[config.mk]
export PLATFORM = sky130hd
export DESIGN_NAME = intel_hex_record_encoder_unit_flat
export DESIGN_NICKNAME = d
export VERILOG_FILES = /design/src/rtl/core/ihex_enc_pkg.sv /design/src/rtl/core/ihex_enc_in_if.sv /design/src/rtl/core/ihex_enc_out_if.sv /design/src/rtl/core/ihex_enc_front.sv /design/src/rtl/core/ihex_enc_cmd_queue.sv /design/src/rtl/core/ihex_enc_back.sv /design/src/rtl/core/intel_hex_record_encoder_unit.sv /design/src/flat_wrapper.sv
export VERILOG_INCLUDE_DIRS = /design/src /design/src/rtl/core
export SDC_FILE = /design/constraint.sdc
export NUM_CORES = 1
export LEC_CHECK = 0
export BUFFER_PORTS_ARGS = -buffer_cell sky130_fd_sc_hd__buf_2
export CAP_MARGIN = 20
export CORE_MARGIN = 2
export CORE_UTILIZATION = 35
export CTS_CLUSTER_DIAMETER = 30
export CTS_CLUSTER_SIZE = 12
export DETAILED_ROUTE_END_ITERATION = 10
export GPL_TIMING_DRIVEN = 0
export PLACE_DENSITY = 0.55
export SYNTH_ARGS = -nofsm -noshare
export SYNTH_HDL_FRONTEND = slang
export SYNTH_SLANG_ARGS = --single-unit
export TNS_END_PERCENT = 1
[constraint.sdc]
create_clock -name clk -period 3.5 [get_ports clk]
set_input_delay 0.525 -clock clk [delete_from_list [all_inputs] [get_ports clk]]
set_output_delay 0.525 -clock clk [all_outputs]
set_load 0.1 [all_outputs]
[src/rtl/core/intel_hex_record_encoder_unit_assert.svh]
// Assertion macros used by the encoder back part.
// Each macro expects clk and arst_n to be visible in the scope where it is used.
`ifndef INTEL_HEX_RECORD_ENCODER_UNIT_ASSERT_SVH
`define INTEL_HEX_RECORD_ENCODER_UNIT_ASSERT_SVH

// The consequent must hold in the same cycle as the antecedent.
`define IHEX_ASSERT_IMPLY(label, ante, cons) \
	label: assert property (@(posedge clk) disable iff (!arst_n) (ante) |-> (cons)) \
		else $error("ihex encoder: same-cycle check failed");

// The consequent must hold in the cycle after the antecedent.
`define IHEX_ASSERT_NEXT(label, ante, cons) \
	label: assert property (@(posedge clk) disable iff (!arst_n) (ante) |=> (cons)) \
		else $error("ihex encoder: next-cycle check failed");

`endif

[src/rtl/core/ihex_enc_pkg.sv]
`default_nettype none
package ihex_enc_pkg;

	// Largest number of data bytes in one record.
	localparam int RECORD_BYTES = 16;
	localparam int IDX_W = (RECORD_BYTES > 1) ? $clog2(RECORD_BYTES) : 1;
	localparam int CNT_W = $clog2(RECORD_BYTES + 1);
	localparam int ADDR_W = 16;

	// Depth of the command queue between the front and the back.
	localparam int QDEPTH = 4;
	localparam int QPTR_W = $clog2(QDEPTH);
	localparam int QCNT_W = $clog2(QDEPTH + 1);

	// Input operation codes.
	typedef enum logic [1:0] {
		OP_DATA   = 2'd0,
		OP_FINISH = 2'd1,
		OP_CANCEL = 2'd2,
		OP_UNUSED = 2'd3
	} opcode_t;

	// Record types and fixed characters.
	localparam logic [7:0] REC_TYPE_DATA = 8'h00;
	localparam logic [7:0] REC_TYPE_EOF  = 8'h01;
	localparam logic [7:0] CHAR_COLON    = 8'h3A;
	localparam logic [7:0] CHAR_CR       = 8'h0D;
	localparam logic [7:0] CHAR_LF       = 8'h0A;

	// One command per input transaction that causes any work in the back part.
	typedef struct packed {
		logic              store;
		logic [IDX_W-1:0]  idx;
		logic [7:0]        wr_byte;
		logic              rec;
		logic [CNT_W-1:0]  len;
		logic [ADDR_W-1:0] addr;
		logic              eof;
	} cmd_t;

	// Character sequencer states of the back part.
	typedef enum logic [3:0] {
		ST_IDLE,
		ST_COLON,
		ST_LEN_HI,
		ST_LEN_LO,
		ST_AH_HI,
		ST_AH_LO,
		ST_AL_HI,
		ST_AL_LO,
		ST_TYPE_HI,
		ST_TYPE_LO,
		ST_DATA_HI,
		ST_DATA_LO,
		ST_SUM_HI,
		ST_SUM_LO,
		ST_CR,
		ST_LF
	} state_t;

	// Uppercase ASCII hex digit for one nibble.
	function automatic logic [7:0] hex_char(input logic [3:0] nib);
		logic [7:0] c;
		if (nib < 4'd10) begin
			c = 8'h30 + {4'h0, nib};
		end else begin
			c = 8'h37 + {4'h0, nib};
		end
		return c;
	endfunction

endpackage
`default_nettype wire

[src/rtl/core/ihex_enc_in_if.sv]
`default_nettype none
interface ihex_enc_in_if;
	import ihex_enc_pkg::*;

	logic       valid;
	logic       ready;
	logic [1:0] opcode;
	logic [7:0] data_byte;

	modport source (output valid, output opcode, output data_byte, input ready);
	modport sink (input valid, input opcode, input data_byte, output ready);
endinterface
`default_nettype wire

[src/rtl/core/ihex_enc_out_if.sv]
`default_nettype none
interface ihex_enc_out_if;
	logic       valid;
	logic       ready;
	logic [7:0] out_char;
	logic       last_of_run;

	modport source (output valid, output out_char, output last_of_run, input ready);
	modport sink (input valid, input out_char, input last_of_run, output ready);
endinterface
`default_nettype wire

[src/rtl/core/ihex_enc_front.sv]
`default_nettype none
module ihex_enc_front (
	input  wire logic           clk,
	input  wire logic           arst_n,
	ihex_enc_in_if.sink         items,
	output ihex_enc_pkg::cmd_t  cmd,
	output logic                push,
	input  wire logic           full
);
	import ihex_enc_pkg::*;

	logic [CNT_W-1:0]  fill_q;
	logic [ADDR_W-1:0] addr_q;
	logic              accept;
	logic              full_rec;
	opcode_t           op;

	assign items.ready = !full;
	assign accept      = items.valid && items.ready;
	assign op          = opcode_t'(items.opcode);
	assign full_rec    = (fill_q == CNT_W'(RECORD_BYTES - 1));

	// Classify the transaction into a command for the back part.
	always_comb begin
		cmd         = '0;
		push        = 1'b0;
		cmd.idx     = fill_q[IDX_W-1:0];
		cmd.wr_byte = items.data_byte;
		cmd.addr    = addr_q;
		case (op)
			OP_DATA: begin
				push      = accept;
				cmd.store = 1'b1;
				cmd.rec   = full_rec;
				cmd.len   = CNT_W'(RECORD_BYTES);
			end
			OP_FINISH: begin
				push    = accept;
				cmd.rec = (fill_q != '0);
				cmd.len = fill_q;
				cmd.eof = 1'b1;
			end
			OP_CANCEL: begin
				push    = accept && (fill_q != '0);
				cmd.rec = 1'b1;
				cmd.len = fill_q;
			end
			default: begin
				push = 1'b0;
			end
		endcase
	end

	// Fill count and address of the record being gathered.
	always_ff @(posedge clk or negedge arst_n) begin
		if (!arst_n) begin
			fill_q <= '0;
			addr_q <= '0;
		end else if (accept) begin
			case (op)
				OP_DATA: begin
					if (full_rec) begin
						fill_q <= '0;
						addr_q <= addr_q + ADDR_W'(RECORD_BYTES);
					end else begin
						fill_q <= fill_q + 1'b1;
					end
				end
				OP_FINISH, OP_CANCEL: begin
					fill_q <= '0;
					addr_q <= '0;
				end
				default: begin
					fill_q <= fill_q;
				end
			endcase
		end
	end

endmodule
`default_nettype wire

[src/rtl/core/ihex_enc_cmd_queue.sv]
`default_nettype none
module ihex_enc_cmd_queue (
	input  wire logic                clk,
	input  wire logic                arst_n,
	input  wire ihex_enc_pkg::cmd_t  wr_cmd,
	input  wire logic                push,
	output logic                     full,
	output ihex_enc_pkg::cmd_t       rd_cmd,
	output logic                     not_empty,
	input  wire logic                pop
);
	import ihex_enc_pkg::*;

	cmd_t              slot_q [QDEPTH];
	logic [QPTR_W-1:0] wr_ptr_q;
	logic [QPTR_W-1:0] rd_ptr_q;
	logic [QCNT_W-1:0] count_q;
	logic              do_push;
	logic              do_pop;

	assign full      = (count_q == QCNT_W'(QDEPTH));
	assign not_empty = (count_q != '0);
	assign do_push   = push && !full;
	assign do_pop    = pop && not_empty;
	assign rd_cmd    = slot_q[rd_ptr_q];

	// Command storage.
	always_ff @(posedge clk) begin
		if (do_push) begin
			slot_q[wr_ptr_q] <= wr_cmd;
		end
	end

	// Pointers and occupancy.
	always_ff @(posedge clk or negedge arst_n) begin
		if (!arst_n) begin
			wr_ptr_q <= '0;
			rd_ptr_q <= '0;
			count_q  <= '0;
		end else begin
			if (do_push) begin
				wr_ptr_q <= wr_ptr_q + 1'b1;
			end
			if (do_pop) begin
				rd_ptr_q <= rd_ptr_q + 1'b1;
			end
			case ({do_push, do_pop})
				2'b10:   count_q <= count_q + 1'b1;
				2'b01:   count_q <= count_q - 1'b1;
				default: count_q <= count_q;
			endcase
		end
	end

endmodule
`default_nettype wire

[src/rtl/core/ihex_enc_back.sv]
`default_nettype none
`include "intel_hex_record_encoder_unit_assert.svh"
module ihex_enc_back (
	input  wire logic                clk,
	input  wire logic                arst_n,
	input  wire ihex_enc_pkg::cmd_t  cmd,
	input  wire logic                cmd_valid,
	output logic                     pop,
	ihex_enc_out_if.source           chars
);
	import ihex_enc_pkg::*;

	state_t            state_q;
	state_t            state_d;
	logic [7:0]        buf_q [RECORD_BYTES];
	logic [CNT_W-1:0]  rec_len_q;
	logic [ADDR_W-1:0] rec_addr_q;
	logic              rec_eof_q;
	logic              pend_eof_q;
	logic [IDX_W-1:0]  k_q;
	logic [7:0]        sum_q;
	logic              out_valid_q;
	logic [7:0]        out_char_q;
	logic              out_last_q;

	logic              adv;
	logic              emit;
	logic [7:0]        char_d;
	logic              last_d;
	logic              load_cmd;
	logic              load_eof;
	logic              add_sum;
	logic [7:0]        add_val;
	logic              k_inc;
	logic [7:0]        len_byte;
	logic [7:0]        type_byte;
	logic [7:0]        cur_byte;
	logic [7:0]        cksum;

	assign chars.valid       = out_valid_q;
	assign chars.out_char    = out_char_q;
	assign chars.last_of_run = out_last_q;

	// The output register can take a new character when empty or being drained.
	assign adv       = !out_valid_q || chars.ready;
	assign len_byte  = 8'(rec_len_q);
	assign type_byte = rec_eof_q ? REC_TYPE_EOF : REC_TYPE_DATA;
	assign cur_byte  = buf_q[k_q];
	assign cksum     = 8'h00 - sum_q;

	// Next state and the character produced in each state.
	always_comb begin
		state_d  = state_q;
		emit     = 1'b0;
		char_d   = CHAR_COLON;
		last_d   = 1'b0;
		pop      = 1'b0;
		load_cmd = 1'b0;
		load_eof = 1'b0;
		add_sum  = 1'b0;
		add_val  = '0;
		k_inc    = 1'b0;
		case (state_q)
			ST_IDLE: begin
				if (cmd_valid) begin
					pop = 1'b1;
					if (cmd.rec) begin
						load_cmd = 1'b1;
						state_d  = ST_COLON;
					end else if (cmd.eof) begin
						load_eof = 1'b1;
						state_d  = ST_COLON;
					end
				end
			end
			ST_COLON: begin
				emit    = adv;
				char_d  = CHAR_COLON;
				state_d = adv ? ST_LEN_HI : state_q;
			end
			ST_LEN_HI: begin
				emit    = adv;
				char_d  = hex_char(len_byte[7:4]);
				state_d = adv ? ST_LEN_LO : state_q;
			end
			ST_LEN_LO: begin
				emit    = adv;
				char_d  = hex_char(len_byte[3:0]);
				add_sum = adv;
				add_val = len_byte;
				state_d = adv ? ST_AH_HI : state_q;
			end
			ST_AH_HI: begin
				emit    = adv;
				char_d  = hex_char(rec_addr_q[15:12]);
				state_d = adv ? ST_AH_LO : state_q;
			end
			ST_AH_LO: begin
				emit    = adv;
				char_d  = hex_char(rec_addr_q[11:8]);
				add_sum = adv;
				add_val = rec_addr_q[15:8];
				state_d = adv ? ST_AL_HI : state_q;
			end
			ST_AL_HI: begin
				emit    = adv;
				char_d  = hex_char(rec_addr_q[7:4]);
				state_d = adv ? ST_AL_LO : state_q;
			end
			ST_AL_LO: begin
				emit    = adv;
				char_d  = hex_char(rec_addr_q[3:0]);
				add_sum = adv;
				add_val = rec_addr_q[7:0];
				state_d = adv ? ST_TYPE_HI : state_q;
			end
			ST_TYPE_HI: begin
				emit    = adv;
				char_d  = hex_char(type_byte[7:4]);
				state_d = adv ? ST_TYPE_LO : state_q;
			end
			ST_TYPE_LO: begin
				emit    = adv;
				char_d  = hex_char(type_byte[3:0]);
				add_sum = adv;
				add_val = type_byte;
				if (adv) begin
					state_d = (rec_len_q == '0) ? ST_SUM_HI : ST_DATA_HI;
				end
			end
			ST_DATA_HI: begin
				emit    = adv;
				char_d  = hex_char(cur_byte[7:4]);
				state_d = adv ? ST_DATA_LO : state_q;
			end
			ST_DATA_LO: begin
				emit    = adv;
				char_d  = hex_char(cur_byte[3:0]);
				add_sum = adv;
				add_val = cur_byte;
				k_inc   = adv;
				if (adv) begin
					if ((CNT_W'(k_q) + 1'b1) == rec_len_q) begin
						state_d = ST_SUM_HI;
					end else begin
						state_d = ST_DATA_HI;
					end
				end
			end
			ST_SUM_HI: begin
				emit    = adv;
				char_d  = hex_char(cksum[7:4]);
				state_d = adv ? ST_SUM_LO : state_q;
			end
			ST_SUM_LO: begin
				emit    = adv;
				char_d  = hex_char(cksum[3:0]);
				state_d = adv ? ST_CR : state_q;
			end
			ST_CR: begin
				emit    = adv;
				char_d  = CHAR_CR;
				state_d = adv ? ST_LF : state_q;
			end
			ST_LF: begin
				emit   = adv;
				char_d = CHAR_LF;
				last_d = !pend_eof_q;
				if (adv) begin
					if (pend_eof_q) begin
						load_eof = 1'b1;
						state_d  = ST_COLON;
					end else begin
						state_d = ST_IDLE;
					end
				end
			end
			default: begin
				state_d = ST_IDLE;
			end
		endcase
	end

	// State register, output valid and last flags, and the EOF flags.
	always_ff @(posedge clk or negedge arst_n) begin
		if (!arst_n) begin
			state_q     <= ST_IDLE;
			out_valid_q <= 1'b0;
			out_last_q  <= 1'b0;
			pend_eof_q  <= 1'b0;
			rec_eof_q   <= 1'b0;
		end else begin
			state_q <= state_d;
			if (emit) begin
				out_valid_q <= 1'b1;
				out_last_q  <= last_d;
			end else if (chars.ready) begin
				out_valid_q <= 1'b0;
			end
			if (load_cmd) begin
				rec_eof_q  <= 1'b0;
				pend_eof_q <= cmd.eof;
			end else if (load_eof) begin
				rec_eof_q  <= 1'b1;
				pend_eof_q <= 1'b0;
			end
		end
	end

	// Output character and record payload: buffer, length, address, byte index and running sum.
	always_ff @(posedge clk) begin
		if (emit) begin
			out_char_q <= char_d;
		end
		if (pop && cmd.store) begin
			buf_q[cmd.idx] <= cmd.wr_byte;
		end
		if (load_cmd) begin
			rec_len_q  <= cmd.len;
			rec_addr_q <= cmd.addr;
		end else if (load_eof) begin
			rec_len_q  <= '0;
			rec_addr_q <= '0;
		end
		if (load_cmd || load_eof) begin
			k_q   <= '0;
			sum_q <= '0;
		end else begin
			if (k_inc) begin
				k_q <= k_q + 1'b1;
			end
			if (add_sum) begin
				sum_q <= sum_q + add_val;
			end
		end
	end

	`IHEX_ASSERT_IMPLY(a_data_index_in_range,
		(state_q == ST_DATA_HI || state_q == ST_DATA_LO), (CNT_W'(k_q) < rec_len_q))
	`IHEX_ASSERT_IMPLY(a_eof_not_chained, pend_eof_q && state_q != ST_IDLE, !rec_eof_q)
	`IHEX_ASSERT_IMPLY(a_last_only_on_lf, out_valid_q && out_last_q, out_char_q == CHAR_LF)
	`IHEX_ASSERT_NEXT(a_eof_follows_data,
		state_q == ST_LF && adv && pend_eof_q, state_q == ST_COLON && rec_eof_q)

endmodule
`default_nettype wire

[src/rtl/core/intel_hex_record_encoder_unit.sv]
`default_nettype none
// Channel  Dir  Payload                     Meaning
// items    in   opcode[1:0], data_byte[7:0] data byte, finish or cancel
// chars    out  out_char[7:0], last_of_run  one character of HEX record text
//
// A data byte that does not complete a record is only written into the back part's buffer.
// A full 16-byte record is 45 characters at one per cycle while chars is ready,
// set by the character sequencer and its single output register; the EOF record
// with its line end is 13 characters.
// Reset clears the fill count, the record address, the queue and the sequencer.
// A stall on chars holds the sequencer; items keeps being taken until the
// four-entry command queue is full.
module intel_hex_record_encoder_unit (
	input  wire logic  clk,
	input  wire logic  arst_n,
	ihex_enc_in_if.sink    items,
	ihex_enc_out_if.source chars
);
	import ihex_enc_pkg::*;

	cmd_t front_cmd;
	cmd_t head_cmd;
	logic push;
	logic full;
	logic not_empty;
	logic pop;

	ihex_enc_front u_front (
		.clk    (clk),
		.arst_n (arst_n),
		.items  (items),
		.cmd    (front_cmd),
		.push   (push),
		.full   (full)
	);

	ihex_enc_cmd_queue u_queue (
		.clk       (clk),
		.arst_n    (arst_n),
		.wr_cmd    (front_cmd),
		.push      (push),
		.full      (full),
		.rd_cmd    (head_cmd),
		.not_empty (not_empty),
		.pop       (pop)
	);

	ihex_enc_back u_back (
		.clk       (clk),
		.arst_n    (arst_n),
		.cmd       (head_cmd),
		.cmd_valid (not_empty),
		.pop       (pop),
		.chars     (chars)
	);

endmodule
`default_nettype wire
[src/flat_wrapper.sv]
// flat-port wrapper written by rule: the top's interface ports become plain ports
module intel_hex_record_encoder_unit_flat import ihex_enc_pkg::*;
  (clk, arst_n, items_valid, items_opcode, items_data_byte, items_ready, chars_valid, chars_out_char, chars_last_of_run, chars_ready);
  ihex_enc_in_if items_i ();
  ihex_enc_out_if chars_i ();
  input  wire logic clk;
  input  wire logic arst_n;
  input wire logic [$bits(items_i.valid)-1:0] items_valid;
  input wire logic [$bits(items_i.opcode)-1:0] items_opcode;
  input wire logic [$bits(items_i.data_byte)-1:0] items_data_byte;
  output wire logic [$bits(items_i.ready)-1:0] items_ready;
  output wire logic [$bits(chars_i.valid)-1:0] chars_valid;
  output wire logic [$bits(chars_i.out_char)-1:0] chars_out_char;
  output wire logic [$bits(chars_i.last_of_run)-1:0] chars_last_of_run;
  input wire logic [$bits(chars_i.ready)-1:0] chars_ready;
  assign items_i.valid = items_valid;
  assign items_i.opcode = items_opcode;
  assign items_i.data_byte = items_data_byte;
  assign items_ready = items_i.ready;
  assign chars_valid = chars_i.valid;
  assign chars_out_char = chars_i.out_char;
  assign chars_last_of_run = chars_i.last_of_run;
  assign chars_i.ready = chars_ready;
  intel_hex_record_encoder_unit u_core (.clk(clk), .arst_n(arst_n), .items(items_i), .chars(chars_i));
endmodule
== Yosys cells after proc, flatten, opt, wreduce, memory -nomap -nowiden ==
Memories as Yosys holds them, arrays and structs flattened. A register that Yosys moved wholly into a read port is not among the register bits.
Cells that the tools add are included.

* Register bits after elaboration: 77
* RAM bits: 272
* Input port bits: 14
* Output and inout bits: 11
* Word-level logic and storage cells: 206
* Memories kept: 2

* Add/sub/neg operators: 34
* Order comparisons: 12
* Equality and inequality tests: 40
* Mux-type cells: 77
* Reduce and logical (&&, ||, !) cells: 26

{| class="wikitable"
|+ Memories
! name !! depth !! bits a word !! read ports !! clocked after Yosys merged registers in !! wr ports !! line !! RTL
|-
| u_core.u_queue.slot_q || 4 || 36 || 1 || 0 || 1 || ihex_enc_cmd_queue.sv:14 || <nowiki>cmd_t slot_q [QDEPTH];</nowiki>
|-
| u_core.u_back.buf_q || 16 || 8 || 1 || 1 || 1 || ihex_enc_back.sv:15 || <nowiki>logic [7:0] buf_q [RECORD_BYTES];</nowiki>
|}

{| class="wikitable"
|+ Operators by type and width
! kind !! number
|-
| 6-bit by 4-bit adder with 7-bit output, first input constant || 18
|-
| 7-bit one-hot mux with 14 select lines || 1
|-
| 7-bit two-way mux || 12
|-
| 4-bit two-way mux || 20
|-
| 4-bit one-hot mux with 16 select lines || 1
|-
| 16-bit two-way mux || 3
|-
| 8-bit one-hot mux with 5 select lines || 1
|-
| 4-bit < comparator, second input constant || 9
|-
| 4-bit equality test, second input constant || 8
|-
| 2-bit inequality test, second input constant || 16
|-
| 16-bit one-hot mux with 2 select lines || 1
|-
| 6-bit by 1-bit adder with 7-bit output, first input constant || 4
|-
| 1-bit two-way mux || 28
|-
| 6-bit one-hot mux with 3 select lines || 1
|-
| 17-bit AND reduction || 1
|-
| 16-bit by 5-bit adder with 16-bit output, second input constant || 1
|-
| 4-bit by 3-bit equality test with 1-bit output, second input constant || 4
|-
| 5-bit two-way mux || 3
|-
| 15-bit OR reduction || 1
|-
| 6-bit by 1-bit adder with 7-bit output, both inputs constant || 2
|-
| 5-bit one-hot mux with 2 select lines || 1
|-
| 8-bit adder || 1
|-
| 4-bit by 2-bit equality test with 1-bit output, second input constant || 2
|-
| 1-bit by 4-bit < comparator with 1-bit output, second input constant || 2
|-
| 32 further kinds || 48
|}

== Longest topological paths before layout ==
Gate-level depths: netlist (run 1).

* Depth in word-level cells: 8
* Mapped depth: 17
* Mapped depth without buffers: 13

== Hierarchy ==
Synthesis (run 1) repeated with hierarchy kept, for this count alone.

* Cells, all modules: 1064
* Area total of the unflattened synthesis: 15782.6 µm²

{| class="wikitable"
|+ By module, submodules not included
! module !! times used !! cells an instance !! area an instance (µm²)
|-
| ihex_enc_back || 1 || 692 || 8874.8
|-
| ihex_enc_cmd_queue || 1 || 225 || 5636.7
|-
| ihex_enc_front || 1 || 147 || 1271.2
|}

== Worst setup path before layout (run 1) ==
OpenSTA, ideal clock, no wires.

* Path kind: flip-flop to flip-flop
* Start: register with a tool-made name
* End: register u_core.u_back.sum_q[6]
* Setup time: 155 ps
* Arrival time: 3505 ps
* Required time: 3345 ps
* Slack: -160 ps
* Stages on the path, launching flop included: 18
* Path buffers: 4
* Cell sequence: dfxtp_1 -> buf_6 -> buf_12 -> buf_12 -> buf_4 -> mux4_2 -> mux4_2 -> inv_1 -> o221ai_1 -> ha_1 -> fa_1 -> a21o_1 -> a21oi_1 -> o21bai_1 -> a21oi_1 -> xnor2_1 -> mux2i_1 -> nor2_1

{| class="wikitable"
|+ RTL lines
! element !! line !! RTL
|-
| end signal: assignment || ihex_enc_back.sv:233 || <nowiki>sum_q <= sum_q + add_val;</nowiki>
|-
| end: declaration || ihex_enc_back.sv:21 || <nowiki>logic [7:0] sum_q;</nowiki>
|}

==> metrics.yaml, run 1 <==
status: "finished, violations left"
violations: "negative setup slack"
path_cells: "buf_12 > buf_12 > mux4_2 > mux4_2 > a222oi_1 > inv_1 > ha_4 > a21o_1 > a21oi_2 > o21bai_1 > a21oi_2 > xnor2_1 > mux2i_1 > nor2_1"
r2r_cells: 14
final_cells: 1657
grt-ovfl-total: 0
cp.arrival_ns: 4.15
clock_sinks: 328
avgSynthCellArea_um2: 15.2
drtIter0Drc: 658
route.vias.total: 8610
cp_slowest_cell: "mux4_2"
grt_pass1_vias: 8787
grtUsageMet2_pct: 24.6
antenna_found_initial: 1
drc: 0
grt_use_total_pct: 15.5
fp-row-count: 74
grt_max_degree: 33
crit_buf_inv: 3
h-tree-depth: 3
cts-buffers-inserted: 68
dieHeight_um: 208
wire_per_inst_um: 19.8
slew_headroom_pct: 26.6
cap_violations: 0
place_area_um2: 15500
crit_required_ns: 4.01
coreArea_um2: 41000
ys_top_cells_by_count: "edfxtp_1, nor2_1, nand2_1"
drt_first_pass_iters: 5
die-area_um2: 43300
power_leakage_uw: 0.00643
totalWireLength_mm: 32.9
period_needed_ns: 3.63
n_antenna_cell: 0
final_antenna_net_count: 0
busiest_layer: "met2"
power_density_nw_per_um2: 905
fin_crit_sh_pct: 104
endpoint_kind: "flip-flop"
finalHoldViolCount: 0
clk_pin_slew_ns: 0.05
synth-edff-count: 280
synthArstFlopShare_pct: 9.76
power.total_uw: 16400
place_inst: 1521
hold_class: "input port to asynchronous set/reset pin"
die_x_um: 208
worst_slew_pin_slew_ns: 1.10
met3_usage_pct: 3.49
syn2layout_area_growth_pct: 24.2
synth_cell_type_count: 70
yosys_register_bits: 328
cts_tree: "built"
reg2reg_to: "u_core.u_back.sum_q[6]"
cp_top_family: "multiplexers"
port_buffers: 23
root_buffer: "clkbuf_16"
fin_ws_ns: -0.134
r2r_slack_ns: -0.13
rsz0062_at_grt: "true"
synth_top_area_cell: "edfxtp_1"
clk_latency_ns: 0.59
start_util_pct: 35.6
yosysMostFrequentCell: "edfxtp_1"
vias_per_cell: 5.20
hold_buffers: 0
ir_drop_v: 0.000427
ys.flop_type: "edfxtp_1"
ys_warn_count: 0
path_max_fanout: 7
cp-start-kind: "flip-flop"
critPathMaxStageDelay_ns: 0.59
dp_hpwl_mm: 21.4
synthesis.area_um2: 14600
synth_nets: 1006
maxSlewViolCount: 0
postSynthCellCount: 961
ioPinCount: 25
gp_congestion: 0.902
drive_gt1_share_pct: 23.0
ys_top_cells_by_area: "edfxtp_1, mux4_2, dfrtp_1"
finClkSkew_ns: 0.0230
ys_seq_area_share_pct: 65.3
finalInstanceArea_um2: 18100
nNetsFinal: 1119
path_class: "flip-flop to flip-flop"
setup_viol: 2
fmax_mhz: 275
clockBufferDepth: 3
met1_usage_pct: 21.0
grt_pass1_wl_mm: 51.2
yosysTopAreaCellShare_pct: 57.6
-- worst reg2reg max path, delay by kind of cell (launching register included) --
| family | cells | cell delay, ns |
|---|---|---|
| AOI/OAI and AO/OA | 5 | 1.15 |
| xor gates and xnor gates | 1 | 0.13 |
| adders and majority gates | 1 | 0.27 |
| buffers and inverters | 3 | 0.39 |
| DFF | 1 | 0.33 |
| muxes | 3 | 1.19 |
| and+or+nand+nor | 1 | 0.11 |
-- routing by layer --
metal | vias up | routed length [um]
met1 | 4342 | 14800
met4 | 2 | 664
met5 | - | 13
met3 | 51 | 1750
met2 | 231 | 15700
li1 | 3984 | -
-- cell usage in the layout (no fill, tap or decap), types with 15 or more instances in the layout --
master,n
ha_1,26
dfxtp_1,15
dfrtp_1,32
xnor2_1,28
buf_2,28
a21oi_1,25
edfxtp_1,280
o21ai_0,37
mux4_1,19
xor2_1,16
mux4_2,50
nor2_1,74
clkbuf_1,33
clkbuf_16,68
and3_1,21
inv_1,40
nand3_1,19
buf_4,16
nand2_1,53
-- area by class of cell --
cell class	count	area (um2)
plain buffers	43	251
clock buffers	76	1740
clock inverters	45	632
fillers	3649	22900
inverters	41	156
multi-input cells	548	4810
flip-flops and latches	328	9530
well taps	532	666
repair buffers	44	342
-- sequential cells by signal (all words and copies together), names as in the netlist, 2 cells and up, named ones only --
name,cells
u_core.u_front.fill_q,5
u_core.u_back.rec_addr_q,12
u_core.u_queue.slot_q,128
u_core.u_front.addr_q,12
u_core.u_queue.rd_ptr_q,2
u_core.u_back.state_q,4
u_core.u_queue.wr_ptr_q,2
u_core.u_back.rec_len_q,5
u_core.u_back.buf_q,128
u_core.u_back.k_q,4
u_core.u_back.sum_q,8
u_core.u_queue.count_q,3
u_core.u_back.chars.out_char,7
-- how the worst max path moves through the flow --
stage | startpoint | end | depth (start not counted)
final | flip-flop | u_core.u_back.sum_q[6] | 14
after global placement | flip-flop | u_core.u_back.sum_q[7] | 15
after detailed placement | flip-flop | u_core.u_back.sum_q[7] | 15
after CTS | flip-flop | u_core.u_back.sum_q[7] | 13
after floorplan | flip-flop | u_core.u_back.sum_q[6] | 17
after global routing | flip-flop | u_core.u_back.sum_q[7] | 13
-- metrics by stage --
stage               utilization, %  setup slack [ns]  setup TNS [ns]  hold WS [ns]
CTS                           43.8            -0.227          -0.575        0.0663
global route                  44.2            -0.285           -1.87         0.100
detailed placement            37.8            -0.851           -3.38         0.493
floorplan                        -            0.0224               0         0.229
finish                        44.2            -0.134          -0.188        0.0516
global placement              37.5            -0.755          -54.64         0.472
-- cell families after synthesis --
group / share of synthesized area [%]
DFF: 65.3
and+or+nand+nor: 7.98
AOI/OAI and AO/OA: 6.79
xor gates and xnor gates: 2.64
other: 0.0257
buffers and inverters: 2.57
muxes: 11.9
adders and majority gates: 2.76
-- report_power, final --
| group | leakage (uW) | internal [uW] | switching [uW] |
|---|---|---|---|
| clock | 0.00114 | 4320 | 2180 |
| combinational | 0.00219 | 1690 | 2880 |
| sequential | 0.00310 | 5040 | 298 |
| total | 0.00643 | 11000 | 5360 |
-- timing repair --
item | CTS | global route
pin swaps | 7 | 11
gates cloned | 0 | 0
endpoints found under the setup margin | 19 | 239
setup buffers | 6 | 10
resized for setup | 22 | 25
endpoints found under the hold margin | 0 | 0
Note: power is estimated with default switching activity, not from simulation.
==> run 2: changes to the inputs <==
- CORE_UTILIZATION: 35 -> 50
- PLACE_DENSITY: 0.55 -> 0.72
==> metrics.yaml, run 2 (same netlist as run 1, synthesis figures left out) <==
status: "finished, violations left"
violations: "negative setup slack"
drtIter0Drc: 929
grt-ovfl-total: 0
cap_violations: 0
dp_hpwl_mm: 19.8
setup_viol: 3
cp-start-kind: "flip-flop"
dp_worst_setup_slack_ns: -0.686
path_class: "flip-flop to flip-flop"
finClkSkew_ns: 0.0221
h-tree-depth: 2
rsz0062_at_grt: "true"
power_leakage_uw: 0.00628
crit_required_ns: 3.93
die_x_um: 175
hold_ws_ns: 0.0697
ir_drop_v: 0.000648
antenna_found_initial: 0
clk_pin_slew_ns: 0.05
grt_max_degree: 33
grt_pass1_wl_mm: 50.8
drt_first_pass_iters: 5
endpoint_kind: "flip-flop"
period_needed_ns: 3.60
path_max_fanout: 6
final_antenna_net_count: 0
worst_slew_pin_slew_ns: 1.04
drive_gt1_share_pct: 22.3
start_util_pct: 50.8
cts_tree: "built"
final_common_cell: "edfxtp_1"
fin_ws_ns: -0.0968
wire_per_inst_um: 21.8
finalHoldViolCount: 0
fmax_mhz: 278
route.vias.total: 8855
cp.arrival_ns: 4.02
r2r_cells: 16
gp_congestion: 0.930
vias_per_cell: 5.91
clk_latency_ns: 0.57
power_density_nw_per_um2: 897
fp-row-count: 62
hold_buffers: 0
grt_use_total_pct: 21.7
nNetsFinal: 1111
setup_tns_ns: -0.237
grt_pass1_vias: 9030
slew_headroom_pct: 30.3
dieHeight_um: 175
root_buffer: "clkbuf_16"
syn2layout_area_growth_pct: 20.5
totalWireLength_mm: 32.7
die-area_um2: 30600
fin_crit_sh_pct: 103
cts-buffers-inserted: 57
ioPinCount: 25
clock_sinks: 328
coreArea_um2: 28700
port_buffers: 23
clockBufferDepth: 3
nFillCells: 2083
maxSlewViolCount: 0
hold_class: "input port to asynchronous set/reset pin"
reg.largest.list: "u_core.u_back.buf_q (128), u_core.u_queue.slot_q (128)"
n_antenna_cell: 0
layout_common_cells: "edfxtp_1, nor2_1, clkbuf_16"
drc: 0
[run 2: changes by cell type in the layout (fill, tap and decap cells not counted), moves of 4 or more]
cell,change
clkbuf_16,-10
nor2_2,-7
mux4_1,-4
nor2_1,+7
clkinvlp_4,+4
clkinv_1,-4
mux4_2,+4
buf_4,+7
[run 2: path summary, 6_finish.rpt]
check / end / slack (ns)
max: u_core.u_back.sum_q[6] / -0.1
min: u_core.u_queue.wr_ptr_q[1] / 0.07
max reg2reg: u_core.u_back.sum_q[6] / -0.1
min reg2reg: u_core.u_queue.count_q[2] / 0.51
max in group asynchronous: u_core.u_back.state_q[1] / 2.90
min in group clk: u_core.u_queue.slot_q[1][26] / 0.19
[run 2: area by class of cell]
cell class	instances	area [um2]	area share [%]
Sequential cell	328	9530	54.2
Multi-Input combinational cell	548	4770	27.1
Clock buffer	65	1500	8.52
Clock inverter	43	569	3.24
Tap cell	384	480	2.73
Timing Repair Buffer	47	328	1.86
Buffer	43	254	1.44
Inverter	41	154	0.875
[run 2: metrics by stage]
| step | utilization (%) | power [uW] | area (um2) | std cells |
|---|---|---|---|---|
| 3_5_place_dp | 53.1 | 9670 | 15200 | 1369 |
| 5_1_grt | 61.3 | 16400 | 17600 | 1499 |
| 3_3_place_gp | 53.0 | 9570 | 15200 | 1368 |
| 4_1_cts | 60.8 | 15700 | 17400 | 1489 |
| 2_1_floorplan | - | 8550 | 14600 | 961 |
| 6_report | 61.3 | 15800 | 17600 | 1499 |
[run 2: per-layer routing]
| layer | vias to the layer above | part of all wire (%) | GRT usage (%) | routed length (um) |
|---|---|---|---|---|
| met5 | - | 0 | 0 | 0 |
| met4 | 0 | 3.3 | 9.06 | 1080 |
| met3 | 74 | 7.4 | 5.18 | 2410 |
| met2 | 405 | 48 | 34.1 | 15600 |
| met1 | 4406 | 42 | 29.2 | 13600 |
| li1 | 3970 | - | - | - |
[run 2: what timing repair did]
item / CTS / global route
pin swaps: 3 / 10
gates resized for setup: 21 / 17
setup buffers: 12 / 10
cloned: 1 / 0
setup endpoints to repair: 31 / 99
[run 2: worst max-delay path, stage by stage, from the launching register on]
cell and delay, ns:
dfxtp_4 0.35, buf_12 0.11, buf_12 0.10, buf_12 0.12, mux4_2 0.53, mux4_2 0.54, inv_2 0.12, o221ai_4 0.13
ha_4 0.20, fa_2 0.36, a21o_1 0.21, a21oi_2 0.16, o21bai_1 0.10, a21oi_1 0.18, xnor2_1 0.09, mux2i_1 0.13
nor2_1 0.05
[run 2: where the power goes]
group / internal, uW / switching [uW] / leakage [uW]
Sequential: 5040 / 304 / 0.00310
Clock: 3860 / 1980 / 0.000989
Combinational: 1700 / 2890 / 0.00218
==> run 3: changes to the inputs <==
- CTS_BUF_LIST: not set -> sky130_fd_sc_hd__clkbuf_4 sky130_fd_sc_hd__clkbuf_8
- SYNTH_HIERARCHICAL: not set -> 1
==> metrics.yaml, run 3 <==
status: "finished, violations left"
violations: "negative setup slack"
grt_pass1_vias: 9398
drive_gt1_share_pct: 25.1
clock_sinks: 348
clk_pin_slew_ns: 0.06
port_buffers: 15
root_buffer: "clkbuf_8"
nFillCells: 2337
final_common_cell: "edfxtp_1"
die_x_um: 182
finalInstanceArea_um2: 18400
synth-edff-count: 300
antenna_found_initial: 0
rsz0062_at_grt: "true"
dieHeight_um: 182
clk_latency_ns: 0.57
postSynthCellCount: 1064
ys.flop_type: "edfxtp_1"
ff_latch_area_um2: 10100
largest_reg_flops: 144
grt_use_total_pct: 20.2
endpoint_kind: "flip-flop"
fp-row-count: 65
gp_congestion: 0.891
period_needed_ns: 3.62
switching_share_pct: 33.7
r2r_slack_ns: -0.12
path_class: "flip-flop to flip-flop"
cp-start-kind: "flip-flop"
fin_crit_sh_pct: 104
layout_common_cells: "edfxtp_1, mux4_2, clkbuf_8"
synthArstFlopShare_pct: 9.20
ys_top_cells_by_area: "edfxtp_1, mux4_2, dfrtp_1"
syn2layout_area_growth_pct: 16.6
reg.largest.list: "u_core/u_queue/slot_q (144), u_core/u_back/buf_q (128), u_core/u_back/rec_addr_q (16)"
n_antenna_cell: 0
multi_input_comb_area_um2: 5280
setup_tns_ns: -0.125
avgSynthCellArea_um2: 14.8
power_density_nw_per_um2: 851
path_max_fanout: 8
cts_tree: "built"
power_switching_uw: 5290
synthesis.area_um2: 15800
place_area_um2: 16500
route.vias.total: 9485
h-tree-depth: 3
dp_hpwl_mm: 21.6
grt-ovfl-total: 0
setup_viol: 1
ir_drop_v: 0.000583
largest-register: "u_core/u_queue/slot_q"
synth_cell_type_count: 73
finalHoldViolCount: 0
ys_seq_area_share_pct: 64.2
synth_top_area_cell: "edfxtp_1"
final_antenna_net_count: 0
drc: 0
vias_per_cell: 5.83
slew_headroom_pct: 29.2
drtIter0Drc: 1054
hold_class: "input port to asynchronous set/reset pin"
grt_max_degree: 33
clockBufferDepth: 3
finClkSkew_ns: 0.0249
power_leakage_uw: 0.00644
seqPwrFrac_pct: 36.8
p_int_uw: 10400
yosysTopAreaCellShare_pct: 57.1
cap_violations: 0
dp_worst_setup_slack_ns: -0.745
nNetsFinal: 1219
maxSlewViolCount: 0
ys_top_cells_by_count: "edfxtp_1, mux4_2, nor2_1"
ys_warn_count: 6
p_comb_share_pct: 33.5
yosysMostFrequentCell: "edfxtp_1"
ioPinCount: 25
fmax_mhz: 276
totalWireLength_mm: 32.9
grt_pass1_wl_mm: 51.3
yosys_register_bits: 348
cts-buffers-inserted: 67
cp.arrival_ns: 4.12
crit_required_ns: 3.99
coreArea_um2: 31300
pwr-share-clk_pct: 29.7
wire_per_inst_um: 20.2
start_util_pct: 50.4
drt_first_pass_iters: 5
worst_slew_pin_slew_ns: 1.06
fin_ws_ns: -0.125
die-area_um2: 33000
run 3: changes by cell type after synthesis, moves of 13 or more:
| cell | previous run | this run |
|---|---|---|
| and3_1 | 21 | 2 |
| mux4_1 | 19 | 0 |
| a21oi_1 | 28 | 45 |
| buf_4 | 2 | 22 |
| edfxtp_1 | 280 | 300 |
| mux4_2 | 50 | 73 |
| nor2_1 | 86 | 73 |
| and2_1 | 8 | 32 |
| nor3_1 | 13 | 29 |
run 3: timing repair:
item	in CTS	in global routing
hold buffers	0	0
pin swaps	4	13
buffers inserted	7	13
gates resized for setup	16	25
endpoints found under the hold margin	0	0
setup endpoints to repair	39	39
run 3: metrics by stage:
step                      power (uW)  utilization, %  hold WS, ns  instances
final                          15700            58.8       0.0494       1627
after floorplan                 9530               -        0.229       1067
after CTS                      15600            58.2       0.0540       1617
after global placement         10600            52.5        0.491       1484
after global routing           16500            58.8        0.102       1627
after detailed placement       10800            52.8        0.498       1488
run 3: routing by layer:
metal	vias to the layer above	part of all wire, %	track usage, %
met1	4772	44	28.3
met2	311	48	31.8
met4	0	2.5	8.00
li1	4344	-	-
met3	58	6.0	3.65
met5	-	0	0
run 3: worst paths after layout:
check,start,end,depth (start not counted)
setup / recovery,flip-flop,u_core/u_back/sum_q[7],15
hold / removal,arst_n,u_core/u_front/addr_q[6],1
setup reg to reg,flip-flop,u_core/u_back/sum_q[7],15
hold reg to reg,u_core/u_back/chars.last_of_run,u_core/u_back/chars.last_of_run,1
max in group asynchronous,arst_n,u_core/u_queue/rd_ptr_q[1],1
min in group clk,items_data_byte[2],u_core/u_queue/slot_q[1][25],1
run 3: power by group through the flow:
stage / Combinational, uW / Sequential [uW] / Clock (uW)
3_3_place_gp: 4820 / 5810 / 0
3_5_place_dp: 4970 / 5820 / 0
6_report: 5240 / 5770 / 4650
5_1_grt: 5700 / 5840 / 4940
2_1_floorplan: 3480 / 6050 / 0
4_1_cts: 5090 / 5750 / 4740
run 3: kinds of logic after synthesis:
group	Yosys count	share of synthesized area, %
AND/OR/NAND/NOR	286	9.32
XOR/XNOR	36	2.00
adder cells (fa/ha/maj)	33	2.71
other	2	0.0476
AO/OA/AOI/OAI	173	7.20
flip-flops	348	64.2
multiplexers	85	11.2
buffers and inverters	101	3.33
run 3: worst max-delay path: stages (launching register included):
cell	delay (ns)
dfxtp_2	0.32
buf_6	0.12
buf_12	0.11
buf_12	0.13
buf_12	0.11
mux4_2	0.50
mux4_2	0.56
inv_2	0.10
o21ai_1	0.10
ha_1	0.37
nand2_1	0.10
o21ai_2	0.08
o41ai_2	0.33
xnor2_1	0.13
or3_1	0.37
a21oi_2	0.11
run 3: area by class of cell:
class	count	area share (%)
Sequential cell	348	55.0
Buffer	61	2.37
Timing Repair Buffer	39	1.77
Clock inverter	44	3.07
Inverter	37	0.754
Multi-Input combinational cell	618	28.7
Tap cell	402	2.73
Clock buffer	78	5.56
